`src/sv/sbwa_ram.sv`:
```
// ----------------------------------------------------------------------------
// sbwa_ram
// generic single write port, single read port ram with registered read
// ----------------------------------------------------------------------------
module sbwa_ram #(
  parameter int WIDTH = 8,
  parameter int DEPTH = 16
) (
  input  logic                     clk_i,
  input  logic                     we_i,
  input  logic [$clog2(DEPTH)-1:0] waddr_i,
  input  logic [WIDTH-1:0]         wdata_i,
  input  logic [$clog2(DEPTH)-1:0] raddr_i,
  output logic [WIDTH-1:0]         rdata_o
);

  logic [WIDTH-1:0] mem_q [DEPTH];
  logic [WIDTH-1:0] rdata_q;

  always_ff @(posedge clk_i) begin
    if (we_i) begin
      mem_q[waddr_i] <= wdata_i;
    end
    rdata_q <= mem_q[raddr_i];
  end

  assign rdata_o = rdata_q;

endmodule

```
`config.mk`:
```
export PLATFORM = sky130hd
export DESIGN_NAME = sbwa_ram
export DESIGN_NICKNAME = d
export VERILOG_FILES = /design/src/sv/sbwa_ram.sv
export SDC_FILE = /design/constraint.sdc
export NUM_CORES = 1
export LEC_CHECK = 0
export ABC_CLOCK_PERIOD_IN_PS = 4100
export BUFFER_PORTS_ARGS = -buffer_cell sky130_fd_sc_hd__buf_2
export CAP_MARGIN = 20
export CELL_PAD_IN_SITES_DETAIL_PLACEMENT = 0
export CELL_PAD_IN_SITES_GLOBAL_PLACEMENT = 1
export CORE_ASPECT_RATIO = 0.8
export CORE_MARGIN = 2
export CORE_UTILIZATION = 55
export DETAILED_ROUTE_END_ITERATION = 16
export PLACE_DENSITY = 0.87
export SLEW_MARGIN = 30
export SYNTH_ARGS = -nofsm -noshare
export SYNTH_HDL_FRONTEND = slang
export SYNTH_SLANG_ARGS = --single-unit
export TNS_END_PERCENT = 1
```
`constraint.sdc`:
```
create_clock -name clk_i -period 4.1 [get_ports clk_i]
set_input_delay 0.615 -clock clk_i [delete_from_list [all_inputs] [get_ports clk_i]]
set_output_delay 0.615 -clock clk_i [all_outputs]
set_load 0.01 [all_outputs]
```
==> run_results.csv, run 1 <==
group,metric,value,unit
worst_setup_path,cp-startpoint,"waddr_i[2]",
cts,cts_resized,0,
place,gp_congestion,0.746,
cells_and_area,num-nets-final,284,
cts,holdBufCountCts,0,
worst_setup_path,worstSetupPathType,"input pin to flip-flop",
synthesis,synth_area_leaders,"edfxtp_1 75%, mux4_2 7.9%, mux4_1 7.1%",
timing,slew_viol_final,0,
cts,clock_path_buffers,2,
worst_setup_path,required,4130,ps
timing,rsz0062_at_grt,"no",
timing,post-route-period-util,46.4,%
pwr,power_density,524,nW/um^2
place,place_ws,1780,ps
timing,period_needed,1900,ps
synthesis,ys_ff_latch,136,
worst_setup_path,reg2reg_to,"rdata_o[0]",
timing,worstMarginPinSlew,1030,ps
worst_setup_path,cp-start-kind,"input pin",
cells_and_area,layout-drive-gt1-share,29.0,%
timing,hold_viol_final,0,
synthesis,syn-num-nets,247,
global_routing,grt_pass1_vias,2441,
routing,vias,2322,
timing,setup_tns,0,ps
pwr,ir_worst_vdd,0.337,mV
floorplanning,die_w,112,um
routing,ant_nets,0,
pwr,p_leak,1.97,nW
cells_and_area,synthToLayoutAreaGrowth,15.0,%
timing,relSlewSlack,30.9,%
global_routing,grtUsageTotal,20.1,%
synthesis,yosys.cell_types.count,19,
cells_and_area,multi_input_area,1070,um^2
worst_setup_path,crit_buf_inv,1,
synthesis,synth_area,5150,um^2
cts,clk_latency,410,ps
synthesis,seq_area_frac_synth,77.8,%
cts,postCtsSetupBuffers,0,
cts,cts_buffers,17,
routing,wire_per_inst,23.5,um
cts,clkSinkCount,136,
worst_setup_path,endpoint_kind,"flip-flop",
worst_setup_path,r2r_start,"mem_q[8][0]",
global_routing,overflow,0,
cts,clk_pin_slew_worst_paths,50,ps
synthesis,yosys.area.top_type,"edfxtp_1",
synthesis,syn_inst,229,
global_routing,grt_pass1_wl,14400,um
cts,cts_root_buffer,"clkbuf_16",
cells_and_area,final_cell_mix,"128 x edfxtp_1, 24 x buf_2, 18 x mux4_2",
worst_setup_path,crit_end,"mem_q[1][4]",
worst_setup_path,slowest_delay,670,ps
routing,dr.pass1.iters,4,
global_routing,antenna_found_initial,0,
timing,fin_skew,9.64,ps
routing,drtIter0Drc,254,
place,dpl.hpwl,5680,um
cts,htreeDepth,4,
status,status,"finished clean",
hold_path,min-delay-start,"wdata_i[2]",
worst_setup_path,crit_path_cell_trace,"buf_2 -> or3b_2 -> nor2_1",
global_routing,grt_max_degree,33,
worst_setup_path,cp_slowest_cell,"nor2_1",
cts,cts_tree,"yes",
synthesis,synth_top_area_share,74.7,%
worst_setup_path,cp_num_cells,3,
floorplanning,io_pins,26,
timing,setup_viol,0,
routing,drc,0,
floorplanning,die-area,10200,um^2
floorplanning,initial_utilization,56.7,%
worst_setup_path,arrival,1930,ps
synthesis,yosysWarnings,0,
timing,timing.final.ws_setup,2200,ps
cells_and_area,fill_cells,595,
cells_and_area,layout_commonest_cell,"edfxtp_1",
place,port-buffer-count,25,
floorplanning,die_h,90.5,um
worst_setup_path,r2r_slack,2710,ps
hold_path,hp-class,"input pin to flip-flop",
worst_setup_path,critPathTopFamily,"simple AND/OR/NAND/NOR gates",
floorplanning,core.rowCount,31,
timing,timing.fmax,526,MHz
cells_and_area,antenna-diode-count,0,
floorplanning,core-area,9080,um^2
worst_setup_path,cp_max_fo,8,
synthesis,syn_area_per_cell,22.5,um^2
flow_run,max_cap_violations,0,
routing,via_per_inst,5.89,
worst_setup_path,worst-r2r-cell-count,3,
cells_and_area,seq_area,4000,um^2
routing,drt-total-wl,9260,um
[power breakdown]
group | total, mW | internal [mW] | switching [mW]
registers | 1.57 | 1.55 | 0.0103
clock network | 1.40 | 0.837 | 0.564
logic | 0.136 | 0.0561 | 0.0800
[synthesized netlist by cell type]
cell,n
nand3b_1,2
nand2b_1,2
buf_2,3
nand2_1,9
clkdlybuf4s25_2,3
nor2b_1,1
nor2_1,13
nand3_1,1
or3b_2,1
and2b_1,1
nor3_1,4
buf_6,3
dfxtp_1,8
and2_1,1
mux4_1,14
edfxtp_1,128
mux4_2,18
a22oi_1,16
buf_4,1
[metal layers]
metal / GRT usage [%] / up-vias / wire length (um)
met5: 0 / - / 0
met4: 6.10 / 0 / 109
met3: 6.78 / 9 / 910
met2: 30.2 / 104 / 4500
met1: 28.6 / 1154 / 3730
li1: - / 1055 / -
[layout make-up]
type | instances | area share, %
clock buffer | 18 | 7.25
multi-input combinational | 83 | 18.0
clock inverter | 14 | 2.16
tap | 115 | 2.43
sequential | 136 | 67.6
timing repair buffer | 28 | 2.54
[logic make-up after synthesis]
logic type	Yosys count	share of synthesized area [%]
mux	32	15.0
flops	136	77.8
buf+inv	10	1.68
simple gates	35	3.18
compound gates	16	2.33
[stage by stage]
step           power [mW]  util (%)  instances  area [um^2]  hold slack [ps]
3_3_place_gp         1.73      59.0        362         5350              659
4_1_cts              3.12      65.2        394         5920              584
6_report             3.10      65.2        394         5920              592
5_1_grt              3.19      65.2        394         5920              597
3_5_place_dp         1.73      59.1        362         5360              661
2_1_floorplan        1.67         -        229         5150              629
[worst min path at each step]
stage                  end  cells past startpoint
5_1_grt        mem_q[6][5]                      1
3_3_place_gp    rdata_o[1]                      3
6_report       mem_q[6][2]                      1
3_5_place_dp    rdata_o[7]                      3
2_1_floorplan   rdata_o[0]                      3
4_1_cts        mem_q[6][3]                      1
[sequential cells by signal, indices dropped and copies added (netlist names)]
register,count
mem_q,128
rdata_o,8
(Power assumes the default switching activity.)
==> inputs of run 2 (changes only) <==
Settings changed: ABC_CLOCK_PERIOD_IN_PS 4100 to 2000, CORE_UTILIZATION 55 to 53, PLACE_DENSITY 0.87 to 0.85.
Clock period 4.1 ns to 2 ns, I/O delays scaled along.
==> run_results.csv, run 2 (same netlist as run 1, synthesis figures left out) <==
group,metric,value,unit
floorplanning,io_pins,26,
cells_and_area,antenna-diode-count,0,
routing,ant_nets,0,
cts,clk_latency,410,ps
cells_and_area,synthToLayoutAreaGrowth,19.3,%
place,dpl.cell_count,383,
cts,clkSinkCount,136,
cts,cts_resized,0,
floorplanning,core.rowCount,32,
cells_and_area,seq_area,4000,um^2
cells_and_area,top_register,"mem_q",
flow_run,max_cap_violations,0,
floorplanning,core-area,9530,um^2
place,port-buffer-count,25,
worst_setup_path,cp_max_fo,1,
global_routing,grt_pass1_wl,14700,um
worst_setup_path,reg2reg_to,"rdata_o[7]",
timing,rsz0062_at_grt,"no",
hold_path,hold_path_depth,1,
cells_and_area,layout-drive-gt1-share,31.8,%
timing,fin_skew,5.51,ps
cts,cts_root_buffer,"clkbuf_16",
cells_and_area,fill_cells,619,
global_routing,grt_pass1_vias,2498,
timing,setup_tns,0,ps
place,gp_congestion,0.747,
cells_and_area,final_cell_mix,"128 x edfxtp_1, 25 x buf_2, 18 x mux4_2, 18 x buf_4, 17 x clkbuf_16",
timing,relSlewSlack,72.6,%
hold_path,worstHoldEndpoint,"mem_q[10][6]",
cells_and_area,postLayoutCoreUtil,64.4,%
cells_and_area,multi_input_area,1060,um^2
floorplanning,die-area,10500,um^2
pwr,p_leak,2.11,nW
cells_and_area,finalNonFillerCells,415,
routing,wl_met1,4180,um
routing,drtIter0Drc,129,
worst_setup_path,cp-start-kind,"flip-flop",
routing,drt-total-wl,9600,um
worst_setup_path,worstSetupPathType,"flip-flop to flip-flop",
timing,timing.final.ws_setup,639,ps
pwr,p_int,5.46,mW
timing,worstMarginPinSlew,411,ps
floorplanning,die_w,114,um
worst_setup_path,r2r_slack,640,ps
cts,postCtsSetupBuffers,0,
cts,htreeDepth,4,
floorplanning,die_h,92.1,um
cts,clk_pin_slew_worst_paths,60,ps
global_routing,overflow,0,
routing,vias,2466,
timing,slew_viol_final,0,
status,status,"finished clean",
pwr,p_comb_share,4.4,%
global_routing,grt_max_degree,33,
worst_setup_path,arrival,1640,ps
worst_setup_path,required,2280,ps
timing,period_needed,1360,ps
floorplanning,initial_utilization,54.0,%
cts,clock_path_buffers,2,
worst_setup_path,r2r_start,"mem_q[8][7]",
pwr,pwr-share-seq,47.5,%
pwr,switching_share,19.2,%
worst_setup_path,endpoint_kind,"flip-flop",
pwr,power_density,1100,nW/um^2
cts,cts_buffers,17,
routing,dr_wl_met3,513,um
global_routing,grtUsageTotal,20.2,%
hold_path,min-delay-start,"wdata_i[6]",
timing,hold_viol_final,0,
timing,hold_ws,272,ps
pwr,ir_worst_vdd,0.635,mV
hold_path,hp-class,"input pin to flip-flop",
cells_and_area,layout_commonest_cell,"edfxtp_1",
place,place_ws,229,ps
timing,post-route-period-util,68.1,%
place,dpl.hpwl,5930,um
global_routing,antenna_found_initial,0,
cells_and_area,largest_reg_flops,128,
worst_setup_path,worst-r2r-cell-count,3,
routing,wl_met2,4770,um
routing,via_per_inst,5.94,
timing,setup_viol,0,
routing,wire_per_inst,23.1,um
pwr,p_clk_share,48.1,%
cells_and_area,num-nets-final,301,
routing,highest_layer,"met4",
routing,dr.pass1.iters,4,
routing,drc,0,
pwr,power.switching,1.30,mW
cts,holdBufCountCts,0,
cts,cts_tree,"yes",
timing,timing.fmax,735,MHz
## run 2: changes by cell type in the layout (fill, tap and decap cells not counted)
cell and change:
buf_12 +2, clkinv_2 -1, nor3_1 +1, inv_6 -2, clkinv_4 -3, nor2_1 +2
clkbuf_8 +2, clkinv_1 +1, nor2_2 -2, nor3_2 -1, bufinv_16 +3, buf_2 +1
buf_4 +14
## run 2: worst max path at each step
stage | to | cells past startpoint | startpoint | slack, ps
6_report | rdata_o[7] | 3 | mem_q[8][7] | 640
5_1_grt | rdata_o[2] | 3 | mem_q[10][2] | 590
4_1_cts | rdata_o[7] | 3 | mem_q[8][7] | 590
3_5_place_dp | rdata_o[4] | 5 | raddr_i[0] | 230
3_3_place_gp | rdata_o[4] | 5 | raddr_i[0] | 240
2_1_floorplan | mem_q[0][0] | 2 | waddr_i[2] | 210
## run 2: worst max-delay path, cell delays in order, from the launching register on
cell	delay, ps
edfxtp_1	360
mux4_2	470
a22oi_1	320
nand2_1	90
## run 2: area by class of cell
type,count,area share [%]
Clock inverter,12,2.81
Timing Repair Buffer,45,4.89
Clock buffer,20,7.44
Sequential cell,136,65.2
Multi-Input combinational cell,83,17.2
Tap cell,119,2.43
## run 2: power groups by stage
stage / clock, mW / sequential (mW) / combinational (mW)
5_1_grt: 3.41 / 3.21 / 0.323
3_3_place_gp: 0 / 3.26 / 0.290
3_5_place_dp: 0 / 3.27 / 0.298
2_1_floorplan: 0 / 3.27 / 0.162
4_1_cts: 3.29 / 3.21 / 0.301
6_report: 3.25 / 3.21 / 0.296
## run 2: stage by stage
| stage | area [um^2] | power (mW) |
|---|---|---|
| floorplan | 5150 | 3.43 |
| global placement | 5510 | 3.55 |
| detailed placement | 5510 | 3.57 |
| CTS | 6140 | 6.80 |
| global route | 6140 | 6.95 |
| finish | 6140 | 6.76 |
## run 2: layer usage
metal  GRT usage [%]  vias to the layer above
met2            30.2                       78
met5               0                        -
met3            6.87                       13
met1            27.8                     1291
li1                -                     1084
met4            7.83                        0
==> inputs of run 3 (changes only) <==
Settings changed: ABC_AREA set to 1, ABC_CLOCK_PERIOD_IN_PS 2000 to 1400, CORE_UTILIZATION 53 to 49, PLACE_DENSITY 0.85 to 0.86.
Clock period 2 ns to 1.4 ns, I/O delays scaled along.
==> run_results.csv, run 3 <==
group,metric,value,unit
place,dpl.cell_count,729,
synthesis,synth_area,5770,um^2
cells_and_area,synthToLayoutAreaGrowth,16.5,%
synthesis,seq_area_frac_synth,69.4,%
timing,slew_viol_final,0,
floorplanning,core-area,11500,um^2
place,gp_congestion,0.879,
hold_path,hold_path_depth,3,
cells_and_area,multi_input_area,1210,um^2
timing,post-route-period-util,85.3,%
worst_setup_path,cp_slowest_cell,"dfxtp_1",
hold_path,min-delay-start,"raddr_i[3]",
timing,rsz0062_at_grt,"no",
global_routing,grt_pass1_vias,3681,
flow_run,max_cap_violations,0,
timing,hold_viol_final,0,
pwr,p_leak,2.95,nW
pwr,ir_worst_vdd,0.928,mV
status,status,"finished clean",
synthesis,syn-num-nets,569,
cells_and_area,final_cell_mix,"173 x nand2_1, 128 x edfxtp_1, 100 x inv_1",
synthesis,yosysMostFrequentCell,"nand2_1",
routing,via_per_inst,5.08,
floorplanning,die-area,12700,um^2
routing,dr.pass1.iters,7,
synthesis,synth_commonest_cells,"173 x nand2_1, 128 x edfxtp_1, 100 x inv_1, 97 x nand3_1, 17 x nor2_1",
synthesis,yosys.area.top_type,"edfxtp_1",
floorplanning,core.rowCount,35,
place,dpl.hpwl,8340,um
cts,cts_buffers,17,
cts,clk_latency,410,ps
worst_setup_path,crit_buf_inv,1,
timing,fin_skew,8.10,ps
global_routing,grt_max_degree,33,
cts,holdBufCountCts,0,
cells_and_area,num-nets-final,618,
routing,drt-total-wl,13300,um
synthesis,synth_top_area_share,66.7,%
synthesis,synth_edf_count,128,
synthesis,synth_ff_type,"edfxtp_1",
floorplanning,initial_utilization,50.1,%
global_routing,grtUsageTotal,22.6,%
cts,clock_path_buffers,2,
worst_setup_path,worst-r2r-cell-count,6,
hold_path,worstHoldEndpoint,"rdata_o[1]",
timing,period_needed,1190,ps
cts,clkSinkCount,136,
timing,timing.final.ws_setup,206,ps
worst_setup_path,cp_max_fo,1,
routing,dr_wl_met3,959,um
synthesis,yosysWarnings,0,
place,place_ws,53.4,ps
pwr,power_density,1380,nW/um^2
cts,cts_tree,"yes",
synthesis,syn_area_per_cell,10.5,um^2
timing,setup_tns,0,ps
worst_setup_path,crit_path_cell_trace,"buf_2",
cts,htreeDepth,4,
global_routing,antenna_found_initial,0,
floorplanning,io_pins,26,
cells_and_area,layout_commonest_cell,"nand2_1",
routing,drc,0,
pwr,total_power,9.28,mW
cells_and_area,largest_reg_flops,128,
worst_setup_path,critPathTopFamily,"flip-flops",
synthesis,synth_area_leaders,"edfxtp_1 67%, nand2_1 11%, nand3_1 8.4%",
cells_and_area,finalNonFillerCells,761,
timing,timing.fmax,837,MHz
place,port-buffer-count,25,
cts,cts_resized,0,
cells_and_area,seq_area,4000,um^2
floorplanning,die_w,125,um
worst_setup_path,slowest_delay,410,ps
worst_setup_path,endpoint_kind,"primary output",
cells_and_area,layout-drive-gt1-share,13.1,%
timing,worstMarginPinSlew,405,ps
synthesis,ys_ff_latch,136,
routing,highest_layer,"met4",
cts,postCtsSetupBuffers,0,
cells_and_area,top_register,"mem_q",
worst_setup_path,r2r_start,"mem_q[13][0]",
cells_and_area,antenna-diode-count,0,
routing,vias,3865,
worst_setup_path,r2r_slack,340,ps
hold_path,hp-class,"input pin to flip-flop",
synthesis,yosys.cell_types.count,12,
cells_and_area,fill_cells,952,
timing,relSlewSlack,73.0,%
global_routing,overflow,0,
worst_setup_path,reg2reg_to,"rdata_o[0]",
synthesis,synthArstFlopShare,0,%
routing,wl_met2,6140,um
worst_setup_path,cp-start-kind,"flip-flop",
timing,setup_viol,0,
floorplanning,die_h,101,um
worst_setup_path,arrival,980,ps
synthesis,syn_inst,551,
cts,cts_root_buffer,"clkbuf_16",
cts,clk_pin_slew_worst_paths,50,ps
worst_setup_path,required,1190,ps
global_routing,grt_pass1_wl,20500,um
worst_setup_path,worstSetupPathType,"flip-flop to primary output",
routing,wire_per_inst,17.5,um
routing,ant_nets,0,
routing,drtIter0Drc,525,
routing,wl_met1,5990,um
run 3: cell types whose count changed after synthesis, moves of 3 or more:
cell             previous run  this run
nand2_1                     9       173
inv_1                       0       100
nand3_1                     1        97
mux4_2                     18         0
a22oi_1                    16         0
mux4_1                     14         0
buf_2                       3        13
nor2_1                     13        17
nor3_1                      4         0
buf_4                       1         4
buf_6                       3         6
clkdlybuf4s25_2             3         0
run 3: worst reg2reg max path, cell delays in order (launching register included):
cell and delay (ps):
edfxtp_1 370, inv_1 60, nand2_1 40, nand3_1 90, nand3_1 100, nand3_1 210, nand2_1 90
run 3: stage by stage:
step	hold slack [ps]	utilization, %	instance area, um^2
after floorplan	309	-	5770
after global placement	567	53.6	6180
after detailed placement	570	53.6	6180
after CTS	136	58.3	6720
after global routing	168	58.3	6720
final	151	58.3	6720
run 3: worst max-delay path by stage:
stage | from | end | slack (ps) | cells after the start
final | rdata_o[6] | rdata_o[6] | 210 | 1
after global routing | rdata_o[6] | rdata_o[6] | 210 | 1
after CTS | rdata_o[6] | rdata_o[6] | 220 | 1
after detailed placement | raddr_i[0] | rdata_o[5] | 50 | 7
after global placement | raddr_i[0] | rdata_o[5] | 110 | 7
after floorplan | waddr_i[2] | mem_q[10][0] | 240 | 2
run 3: layout make-up:
type	count	area share (%)
Clock buffer	27	7.34
Timing Repair Buffer	54	5.85
Sequential cell	136	59.6
Multi-Input combinational cell	289	18.1
Clock inverter	5	0.726
Inverter	102	5.70
Tap cell	148	2.76
run 3: cells by family (layout without fill, tap and decap cells):
logic type / count (synthesis) / count (layout) / share of synthesized area (%)
buf+inv: 126 / 188 / 9.52
flops: 136 / 136 / 69.4
simple gates: 289 / 289 / 21.0
run 3: where the power goes:
part           internal, mW  leakage [nW]  switching, mW
combinational         0.186          1.46          0.411
clock                  2.57         0.267           1.53
sequential             4.55          1.22         0.0328
run 3: metal layers:
metal | global-route usage, % | up-vias
met1 | 31.6 | 1826
met5 | 0 | -
met4 | 9.15 | 0
li1 | - | 1870
met3 | 5.20 | 16
met2 | 34.7 | 153
