File: src/sv/sbwa_pkg.sv
// ----------------------------------------------------------------------------
// sbwa_pkg
// shared types and constants of the spectrum bin window averager
// ----------------------------------------------------------------------------
package sbwa_pkg;

  localparam int BIN_DEPTH = 4096;
  localparam int BIN_AW    = $clog2(BIN_DEPTH);

  localparam int SUM_W     = 32;
  localparam int CNT_W     = 16;
  localparam int ENTRY_W   = SUM_W + CNT_W;
  localparam int POS_W     = 13;
  localparam int PIX_W     = 12;
  localparam int WIN_W     = 6;
  localparam int TOT_W     = 13;
  localparam int NUM_W     = 6;

  // dividend wide enough for the sum of up to 63 signed 32-bit means
  localparam int DVD_W     = 38;
  localparam int DIV_CW    = $clog2(DVD_W);

  localparam logic OP_WRITE = 1'b0;
  localparam logic OP_QUERY = 1'b1;

  localparam logic REG_WINDOW = 1'b0;
  localparam logic REG_TOTAL  = 1'b1;

  localparam logic [WIN_W-1:0] WINDOW_RESET = WIN_W'(1);
  localparam logic [TOT_W-1:0] TOTAL_RESET  = TOT_W'(4096);

  typedef struct packed {
    logic                    start;
    logic signed [DVD_W-1:0] dividend;
    logic [CNT_W-1:0]        divisor;
  } div_req_t;

  typedef struct packed {
    logic                    done;
    logic signed [DVD_W-1:0] quotient;
  } div_rsp_t;

endpackage

File: src/sv/sbwa_div.sv
// ----------------------------------------------------------------------------
// sbwa_div
// iterative signed by unsigned divider, one quotient bit per cycle,
// quotient truncated toward zero
// ----------------------------------------------------------------------------
module sbwa_div (
  input  logic                clk_i,
  input  logic                rst_ni,
  input  sbwa_pkg::div_req_t  req_i,
  output sbwa_pkg::div_rsp_t  rsp_o
);

  logic                              busy_q, busy_d;
  logic                              done_q, done_d;
  logic [sbwa_pkg::DIV_CW-1:0]       cnt_q, cnt_d;
  logic                              neg_q, neg_d;
  logic [sbwa_pkg::DVD_W-1:0]        quo_q, quo_d;
  logic [sbwa_pkg::CNT_W-1:0]        rem_q, rem_d;
  logic [sbwa_pkg::CNT_W-1:0]        dvs_q, dvs_d;
  logic [sbwa_pkg::CNT_W:0]          shifted;
  logic [sbwa_pkg::CNT_W:0]          diff;
  logic                              fits;

  assign shifted = {rem_q, quo_q[sbwa_pkg::DVD_W-1]};
  assign diff    = shifted - {1'b0, dvs_q};
  assign fits    = shifted >= {1'b0, dvs_q};

  always_comb begin
    busy_d = busy_q;
    done_d = 1'b0;
    cnt_d  = cnt_q;
    neg_d  = neg_q;
    quo_d  = quo_q;
    rem_d  = rem_q;
    dvs_d  = dvs_q;
    if (req_i.start) begin
      busy_d = 1'b1;
      cnt_d  = sbwa_pkg::DIV_CW'(sbwa_pkg::DVD_W - 1);
      neg_d  = req_i.dividend[sbwa_pkg::DVD_W-1];
      quo_d  = req_i.dividend[sbwa_pkg::DVD_W-1] ? -req_i.dividend : req_i.dividend;
      rem_d  = '0;
      dvs_d  = req_i.divisor;
    end else if (busy_q) begin
      rem_d = fits ? diff[sbwa_pkg::CNT_W-1:0] : shifted[sbwa_pkg::CNT_W-1:0];
      quo_d = {quo_q[sbwa_pkg::DVD_W-2:0], fits};
      cnt_d = cnt_q - 1'b1;
      if (cnt_q == '0) begin
        busy_d = 1'b0;
        done_d = 1'b1;
      end
    end
  end

  always_ff @(posedge clk_i or negedge rst_ni) begin
    if (!rst_ni) begin
      busy_q <= 1'b0;
      done_q <= 1'b0;
    end else begin
      busy_q <= busy_d;
      done_q <= done_d;
    end
  end

  always_ff @(posedge clk_i) begin
    cnt_q <= cnt_d;
    neg_q <= neg_d;
    quo_q <= quo_d;
    rem_q <= rem_d;
    dvs_q <= dvs_d;
  end

  assign rsp_o.done     = done_q;
  assign rsp_o.quotient = neg_q ? -signed'(quo_q) : signed'(quo_q);

endmodule

File: config.mk
export PLATFORM = sky130hd
export DESIGN_NAME = sbwa_div
export DESIGN_NICKNAME = d
export VERILOG_FILES = /design/src/sv/sbwa_pkg.sv /design/src/sv/sbwa_div.sv
export SDC_FILE = /design/constraint.sdc
export NUM_CORES = 1
export LEC_CHECK = 0
export BUFFER_PORTS_ARGS = -buffer_cell sky130_fd_sc_hd__buf_4
export CORE_MARGIN = 3
export CORE_UTILIZATION = 54
export CTS_CLUSTER_DIAMETER = 120
export CTS_CLUSTER_SIZE = 8
export DETAILED_ROUTE_END_ITERATION = 10
export PLACE_DENSITY = 0.74
export SLEW_MARGIN = 5
export SYNTH_ARGS = -nofsm -noshare
export SYNTH_HDL_FRONTEND = slang
export SYNTH_SLANG_ARGS = --single-unit
File: constraint.sdc
create_clock -name clk_i -period 3 [get_ports clk_i]
set_input_delay 0.3 -clock clk_i [delete_from_list [all_inputs] [get_ports clk_i]]
set_output_delay 0.3 -clock clk_i [all_outputs]
set_load 0.01 [all_outputs]
==> results_dict.tcl, run 1 <==
set metrics [dict create \
    hold_depth 1 \
    grt_max_degree 61 \
    power.total_mw 3.29 \
    route.met2.wl_mm 6.78 \
    cp_slowest_cell "o41ai_1" \
    period_share 0.983 \
    dpl.hpwl_mm 10.6 \
    vias 5106 \
    worst_r2r_path_depth 9 \
    start_kind "flop" \
    synth_top_family_by_area "compound AO/OA/AOI/OAI gates" \
    clock-root-buffer "clkbuf_8" \
    start_util 0.568 \
    syn_area_um2 5710 \
    pre_cts_slack_ns 0.290 \
    path_max_fanout 4 \
    reg2reg_from "dvs_q[10]$_DFFE_PP_" \
    core.rowCount 36 \
    nets 806 \
    seq_area_frac_synth 0.375 \
    maxSlewHeadroom 0.541 \
    synthXorXnorAreaFrac 0.126 \
    route.top_layer_used "met4" \
    fin_skew_ns 0.00951 \
    core_um2 10000 \
    synth_cell_types 66 \
    n_antenna_cell 0 \
    final_core_util 0.677 \
    grt_usage 0.248 \
    synth_simple_gate_area_frac 0.196 \
    setup_slack_ns 0.0523 \
    p_leak_nw 2.70 \
    first_global_vias 4801 \
    drcViolationCount 0 \
    synthCells 640 \
    cts-htree-levels 3 \
    hold-path-endpoint "dvs_q[12]$_DFFE_PP_" \
    final-max-slew-violation-count 0 \
    rsz0062_at_grt "yes" \
    end_kind "output pin" \
    syn2layout_area_growth_pct 19.1 \
    period_needed_ns 2.95 \
    grt_antenna_before_repair 0 \
    min_from "req_i[12]" \
    viasPerCell 5.90 \
    gp_congestion 0.957 \
    clock-sinks 79 \
    crit_chain "or3_1 > or3_4 > or2_1 > o41ai_1 > xnor2_1 > buf_4" \
    r2r-end "rem_q[0]$_SDFFE_PP0P_" \
    fp.dieW_um 109 \
    worstPathRequired_ns 2.70 \
    overflow 0 \
    fmax_mhz 339 \
    port-buffer-count 95 \
    worstSkewPairLatency_ns 0.37 \
    synth_compound_area_frac 0.211 \
    die_area_um2 11800 \
    met1Wirelength_mm 6.60 \
    power_density_nw_per_um2 484 \
    path_clk_slew_ns 0.08 \
    postSynthNetCount 718 \
    cts_tree "built" \
    holdCritPathClass "in2reg" \
    routed_wl_mm 14.5 \
    drt_first_pass_iters 5 \
    ys_seq_elements 79 \
    vdd_drop_max_uv 305 \
    drt_first_iter_violations 397 \
    die_y_um 109 \
    wire_per_inst_um 16.7 \
    layout-drive-gt1-share 0.206 \
    critPathKind "reg2out" \
    syn_avg_cell_area_um2 8.92 \
    cts_buffer_depth 2 \
    worst_pin_slew_ns 0.686 \
    crit_arrival_ns 2.65 \
    synthArstFlopShare 0.0253 \
    final_common_cell "buf_4" \
    synthAdderAreaFrac 0.0473 \
    yosys_most_used_dff "edfxtp_1" \
    synth_edf_count 55 \
    grt_pass1_wl_mm 23.2 \
    cts_inserted_buffers 9 \
    reg2reg_slack_ns 0.39 \
    final.setup.tns_ns 0 \
    status "finished clean" \
    layout_common_cells "buf_4 (108), nor2_1 (76), a21oi_1 (56)" \
    ys_warn_count 0 \
    setup_viol 0 \
    met3_length_um 844 \
    muxShareOfSynthArea 0.00175 \
    hold_viol_final 0 \
    drtAntennaViolNets 0 \
    ios 96 \
    cpPeakStageDelay_ns 0.45 \
    drv_cap 0 \
]
[worst max-delay path: cells and delay by family, from the launching register on]
| kind | cells | cell delay [ns] |
|---|---|---|
| XOR/XNOR | 1 | 0.17 |
| flip-flops | 1 | 0.43 |
| AO/OA/AOI/OAI | 1 | 0.45 |
| buffers and inverters | 1 | 0.14 |
| AND/OR/NAND/NOR | 3 | 1.09 |
[stage by stage]
| stage | cell area (um2) | std cells | hold WS (ns) |
|---|---|---|---|
| finish | 6800 | 866 | 0.102 |
| floorplan | 5710 | 640 | 0.00441 |
| global placement | 6510 | 844 | 0.0866 |
| global route | 6800 | 866 | 0.0858 |
| CTS | 6750 | 861 | 0.0861 |
| detailed placement | 6510 | 844 | 0.0854 |
[layer usage]
| layer | track usage | vias up |
|---|---|---|
| li1 | - | 2517 |
| met1 | 0.343 | 2412 |
| met2 | 0.394 | 155 |
| met3 | 0.0432 | 22 |
| met4 | 0.0848 | 0 |
| met5 | 0 | - |
[repair_timing]
item                                    CTS  global route
endpoints found under the setup margin    4             6
hold buffers                              1             0
hold endpoints to repair                  2             0
gates resized for setup                   3             3
pin swaps                                 0             0
setup buffers                             0             5
[worst max path at each step]
| stage | start | to | slack [ns] | cells after the start |
|---|---|---|---|---|
| after detailed placement | quo_q[14]$_DFFE_PP_ | rsp_o[37] | 0.29 | 7 |
| after global routing | quo_q[0]$_DFFE_PP_ | rsp_o[20] | -0.03 | 8 |
| final | quo_q[14]$_DFFE_PP_ | rsp_o[20] | 0.05 | 6 |
| after global placement | quo_q[14]$_DFFE_PP_ | rsp_o[37] | 0.30 | 7 |
| after floorplan | quo_q[14]$_DFFE_PP_ | rsp_o[25] | 0.72 | 5 |
| after CTS | quo_q[20]$_DFFE_PP_ | rsp_o[28] | 0.05 | 7 |
[power breakdown]
part | switching, mW | total [mW] | internal (mW) | leakage, nW
clock | 0.387 | 0.834 | 0.447 | 0.110
combinational | 0.533 | 1.03 | 0.494 | 1.83
sequential | 0.133 | 1.43 | 1.30 | 0.757
[state kept, by name (all words and copies together) (netlist names)]
signal  flops
quo_q      38
dvs_q      16
rem_q      16
cnt_q       6
busy_q      1
done_q      1
neg_q       1
[cells by family after synthesis]
family          after synthesis
fa+ha+maj                    21
buf+inv                      60
flops                        79
simple gates                218
xor+xnor                     82
compound gates              179
mux                           1
[area by class of cell]
type	count	area, um2
repair buffers	109	821
clock buffers	15	209
fillers	806	3250
flip-flops and latches	79	2140
clock inverters	1	5.00
inverters	28	105
well taps	133	166
multi-input cells	501	3350
[cells in the mapped netlist (3+ instances only)]
master / count / area, um2
a211oi_1: 4 / 30.0
nor3_1: 14 / 70.1
buf_2: 3 / 15.0
nor2b_1: 3 / 18.8
a311oi_1: 9 / 78.8
o41ai_1: 6 / 52.6
clkbuf_1: 24 / 90.1
nand2_1: 49 / 184
o21ai_0: 42 / 210
nor4_1: 5 / 31.3
buf_4: 3 / 22.5
or3_1: 9 / 56.3
or2_2: 4 / 25.0
inv_1: 28 / 105
edfxtp_1: 55 / 1650
xor2_1: 36 / 315
and3_1: 4 / 25.0
o211ai_1: 3 / 22.5
nand3_1: 15 / 75.1
nand2b_1: 9 / 56.3
or4_1: 3 / 22.5
a21oi_1: 56 / 280
o21bai_1: 4 / 30.0
nor2_1: 76 / 285
o31ai_1: 20 / 150
a21o_1: 5 / 37.5
nor4_4: 3 / 63.8
o41ai_2: 4 / 65.1
or4_4: 3 / 33.8
dfxtp_1: 22 / 440
nand4_1: 6 / 37.5
xnor2_1: 46 / 403
ha_1: 20 / 250
a41oi_1: 3 / 26.3
No activity file was read; power rests on OpenSTA's default activity.
==> inputs of run 2 (changes only) <==
Settings changed: ABC_AREA set to 1, PLACE_DENSITY 0.74 to 0.75.
==> results_dict.tcl, run 2 <==
set metrics [dict create \
    drt_first_pass_iters 5 \
    cts_resized 0 \
    synth_top_area_share 0.254 \
    ios 96 \
    port-buffer-count 95 \
    grt_usage 0.264 \
    cts_tree "built" \
    reg2reg_slack_ns 0.81 \
    p_seq_frac 0.330 \
    end_kind "output pin" \
    core_um2 11600 \
    synth.area.top_cells "edfxtp_1 (25%), nand2_1 (17%), inv_1 (7.8%)" \
    rsz0062_at_grt "no" \
    total_switching_power_mw 1.78 \
    fin_skew_ns 0.00820 \
    drv_cap 0 \
    final.setup.tns_ns 0 \
    routed_wl_mm 17.5 \
    synthCells 976 \
    cp_slowest_cell "edfxtp_1" \
    power_density_nw_per_um2 598 \
    synthXorXnorAreaFrac 0.0686 \
    first_global_vias 5725 \
    clock-root-buffer "clkbuf_16" \
    place_inst 1196 \
    synthArstFlopShare 0.0253 \
    fmax_mhz 380 \
    yosys_most_used_dff "edfxtp_1" \
    fin_hold_ws_ns 0.128 \
    die_area_um2 13400 \
    pre_cts_slack_ns 0.754 \
    setup_viol 0 \
    path_delay_family "simple AND/OR/NAND/NOR gates" \
    ys_seq_elements 79 \
    vdd_drop_max_uv 381 \
    drcViolationCount 0 \
    r2r-end "rem_q[10]$_SDFFE_PP0P_" \
    layout_common_cells "nand2_1 (289), inv_1 (135), nor2_1 (107)" \
    final_cell_count_no_fill 1213 \
    reg2reg_from "dvs_q[12]$_DFFE_PP_" \
    cpPeakStageDelay_ns 0.39 \
    yosys.area.top_type "edfxtp_1" \
    fp.dieW_um 116 \
    hold_viol_final 0 \
    combPwrFrac 0.420 \
    cp-startpoint "quo_q[1]$_DFFE_PP_" \
    wire_per_inst_um 14.4 \
    grt_pass1_wl_mm 28.0 \
    cts_buffer_depth 2 \
    overflow 0 \
    period_share 0.876 \
    path_buf_inv 2 \
    postSynthNetCount 1054 \
    grt_antenna_before_repair 0 \
    largest_register "quo_q" \
    period_needed_ns 2.63 \
    layout-drive-gt1-share 0.144 \
    yosysMostFrequentCell "nand2_1" \
    synthAdderAreaFrac 0.0415 \
    p_int_mw 2.78 \
    synth_top_family_by_area "simple AND/OR/NAND/NOR gates" \
    viasPerCell 5.31 \
    synth.top_cells.by_count "nand2_1 (289), inv_1 (135), nor2_1 (107), nand3_1 (88), edfxtp_1 (55)" \
    seq_area_frac_synth 0.329 \
    dpl.hpwl_mm 13.5 \
    core.rowCount 39 \
    critPathKind "reg2out" \
    largest_reg_flops 38 \
    path_max_fanout 5 \
    crit_arrival_ns 2.33 \
    final_common_cell "nand2_1" \
    holdCritPathClass "in2reg" \
    ys_warn_count 0 \
    syn2layout_area_growth_pct 17.2 \
    gp_congestion 0.983 \
    syn_avg_cell_area_um2 6.67 \
    drt_first_iter_violations 691 \
    path_clk_slew_ns 0.06 \
    crit_chain "inv_1 > ha_1 > nand3_1 > nor2_1 > nand2_1 > o21ai_1 > nand2_1 > xor2_1 > buf_4" \
    crit_cells 9 \
    endpoint "rsp_o[18]" \
    worst_pin_slew_ns 0.576 \
    start_kind "flop" \
    final-max-slew-violation-count 0 \
    synth_simple_gate_area_frac 0.383 \
    synth_edf_count 55 \
    nets 1143 \
    setup_slack_ns 0.372 \
    worst_r2r_path_depth 10 \
    syn_area_um2 6510 \
    worstSkewPairLatency_ns 0.35 \
    final_core_util 0.657 \
    synth_cell_types 43 \
    start_util 0.561 \
    largest_registers "quo_q: 38 flops, dvs_q: 16 flops, rem_q: 16 flops" \
    clock-sinks 79 \
    clkPwrFrac 0.250 \
    muxShareOfSynthArea 0 \
    drtAntennaViolNets 0 \
    worstPathRequired_ns 2.70 \
    grt_max_degree 41 \
    maxSlewHeadroom 0.612 \
    synth_compound_area_frac 0.0736 \
    cts_inserted_buffers 9 \
    vias 6446 \
    cts-htree-levels 3 \
    die_y_um 116 \
    netSwitchingFraction 0.390 \
    cp_common_cell "nand2_1" \
    status "finished clean" \
    n_antenna_cell 0 \
    p_leak_nw 3.70 \
]
-- run 2: power groups by stage --
stage                     sequential [mW]  clock (mW)  combinational [mW]
final                                1.51        1.14                1.92
after global routing                 1.53        1.19                2.16
after CTS                            1.50        1.15                1.90
after detailed placement             1.52           0                1.89
after global placement               1.51           0                1.87
after floorplan                      1.47           0                1.43
-- run 2: per-stage QoR --
step	cell area, um2	power (mW)
after floorplan	6510	2.90
after global placement	7310	3.38
after detailed placement	7310	3.41
after CTS	7630	4.55
after global routing	7630	4.88
final	7630	4.56
-- run 2: logic make-up (layout without fill, tap and decap cells) --
kind of cell,after synthesis,count (layout)
buffers and inverters,166,260
adder cells (fa/ha/maj),21,21
XOR/XNOR,51,51
flip-flops,79,79
AND/OR/NAND/NOR,570,570
AO/OA/AOI/OAI,89,89
-- run 2: repair_timing --
item                                   4_1_cts  5_1_grt
hold buffers                                 1        0
buffers inserted                             0        0
endpoints found under the hold margin        2        0
-- run 2: layout make-up --
cell class	count	area, um2
Timing Repair Buffer	104	783
Sequential cell	79	2140
Inverter	140	526
Clock inverter	4	51.3
Tap cell	143	179
Multi-Input combinational cell	731	3690
Clock buffer	12	258
Fill cell	1099	3980
-- run 2: routing by layer --
layer	routed length, um	global-route usage
met5	0	0
met4	233	0.0565
met3	1520	0.0512
met2	6990	0.376
met1	8770	0.414
-- run 2: worst min-delay path by stage --
stage / start / endpoint / slack (ns) / cells past startpoint
detailed placement: rst_ni / done_q$_DFF_PN0_ / 0.09 / 1
floorplan: rst_ni / busy_q$_DFF_PN0_ / 0.004 / 0
CTS: req_i[3] / dvs_q[3]$_DFFE_PP_ / 0.12 / 1
global placement: rst_ni / done_q$_DFF_PN0_ / 0.08 / 1
global route: req_i[3] / dvs_q[3]$_DFFE_PP_ / 0.12 / 1
finish: req_i[5] / dvs_q[5]$_DFFE_PP_ / 0.13 / 1
-- run 2: worst register-to-register path, stage by stage (launching register included) --
cell      delay, ns
edfxtp_1       0.32
inv_1          0.04
ha_1           0.33
a21oi_1        0.29
a21oi_1        0.11
nor2_1         0.17
nand2_2        0.26
inv_2          0.31
nand2_1        0.11
nand3_2        0.09
nand2_1        0.06
==> inputs of run 3 (changes only) <==
Settings changed: MAX_ROUTING_LAYER set to met4.
==> results_dict.tcl, run 3 (same netlist as run 2, synthesis figures left out) <==
set metrics [dict create \
    gp_congestion 0.989 \
    grt_max_degree 60 \
    layout_common_cells "nand2_1 (289), inv_1 (135), nor2_1 (107)" \
    layout-drive-gt1-share 0.145 \
    cts_tree "built" \
    cp-startpoint "quo_q[0]$_DFFE_PP_" \
    dpl.hpwl_mm 13.7 \
    dpl_cell_area_um2 7300 \
    crit_arrival_ns 2.40 \
    p_leak_nw 3.71 \
    hold-path-endpoint "dvs_q[8]$_DFFE_PP_" \
    largest_register "quo_q" \
    status "finished clean" \
    cts_buffer_depth 2 \
    vias 6501 \
    drtAntennaViolNets 0 \
    period_needed_ns 2.70 \
    path_max_fanout 5 \
    crit_chain "inv_1 > ha_1 > nand3_1 > nor2_1 > nand2_1 > o21ai_1 > nand2_1 > xor2_1 > buf_4" \
    n_antenna_cell 0 \
    die_y_um 116 \
    grt_usage 0.281 \
    final_common_cell "nand2_1" \
    drt_first_pass_iters 5 \
    vdd_drop_max_uv 365 \
    worst_r2r_path_depth 14 \
    final_core_util 0.656 \
    maxSlewHeadroom 0.517 \
    place_inst 1195 \
    cts_inserted_buffers 9 \
    crit_cells 9 \
    largest_reg_flops 38 \
    viasPerCell 5.36 \
    clock-sinks 79 \
    fin_skew_ns 0.0127 \
    wire_per_inst_um 14.6 \
    path_delay_family "simple AND/OR/NAND/NOR gates" \
    routed_wl_mm 17.7 \
    critPathKind "reg2out" \
    start_kind "flop" \
    holdCritPathClass "in2reg" \
    fmax_mhz 371 \
    grt_antenna_before_repair 0 \
    ios 96 \
    grt_pass1_wl_mm 28.7 \
    hold_viol_final 0 \
    drcViolationCount 0 \
    core.rowCount 39 \
    fin_area_um2 7610 \
    fp.dieW_um 116 \
    final-max-slew-violation-count 0 \
    period_share 0.899 \
    cts-htree-levels 3 \
    rsz0062_at_grt "no" \
    min_from "req_i[8]" \
    largest_registers "quo_q: 38 flops, dvs_q: 16 flops, rem_q: 16 flops" \
    path_clk_slew_ns 0.07 \
    postCtsSetupBuffers 0 \
    cp_slowest_cell "edfxtp_1" \
    clock-root-buffer "clkbuf_16" \
    core_um2 11600 \
    syn2layout_area_growth_pct 16.9 \
    cpPeakStageDelay_ns 0.40 \
    end_kind "output pin" \
    start_util 0.561 \
    path_buf_inv 2 \
    cp_common_cell "nand2_1" \
    worst_pin_slew_ns 0.722 \
    reg2reg_from "dvs_q[3]$_DFFE_PP_" \
    first_global_vias 5798 \
    nets 1142 \
    cts_resized 0 \
    drv_cap 0 \
    worstSkewPairLatency_ns 0.35 \
    drt_first_iter_violations 647 \
    power_density_nw_per_um2 598 \
    final.setup.tns_ns 0 \
    reg2reg_slack_ns 0.71 \
    final_cell_count_no_fill 1212 \
    die_area_um2 13400 \
    r2r-end "rem_q[9]$_SDFFE_PP0P_" \
    worstPathRequired_ns 2.70 \
    setup_viol 0 \
    port-buffer-count 95 \
    hold_depth 1 \
    overflow 0 \
]
-- run 3: repair_timing --
item,CTS,global route
endpoints found under the hold margin,2,0
endpoints found under the setup margin,0,0
hold buffers,1,0
-- run 3: worst max path at each step --
stage,slack [ns],end
6_report,0.30,rsp_o[18]
5_1_grt,0.05,rsp_o[32]
4_1_cts,0.30,rsp_o[32]
3_5_place_dp,0.68,rsp_o[32]
3_3_place_gp,0.76,rsp_o[18]
2_1_floorplan,1.02,quo_q[0]$_DFFE_PP_
-- run 3: final cells by class --
| cell class | count | area (um2) |
|---|---|---|
| tap | 143 | 179 |
| multi-input combinational | 731 | 3690 |
| clock buffer | 10 | 250 |
| timing repair buffer | 103 | 776 |
| fill | 1088 | 4000 |
| sequential | 79 | 2140 |
| clock inverter | 6 | 48.8 |
| inverter | 140 | 526 |
-- run 3: metal layers --
metal	GRT usage	wire [um]	up-vias
li1	-	-	3317
met1	0.429	8730	2887
met2	0.390	7230	287
met3	0.0507	1650	10
met4	0.0518	136	0
met5	-	0	-
-- run 3: metrics by stage --
stage | hold slack (ns) | worst slack [ns] | power (mW)
finish | 0.122 | 0.302 | 4.55
floorplan | 0.00441 | 1.02 | 2.90
CTS | 0.113 | 0.295 | 4.55
global route | 0.115 | 0.0481 | 4.88
detailed placement | 0.0858 | 0.676 | 3.42
global placement | 0.0846 | 0.758 | 3.39
-- run 3: where the power goes --
part | internal (mW) | switching, mW | total [mW]
Sequential | 1.35 | 0.149 | 1.50
Combinational | 0.735 | 1.20 | 1.94
Clock | 0.624 | 0.487 | 1.11
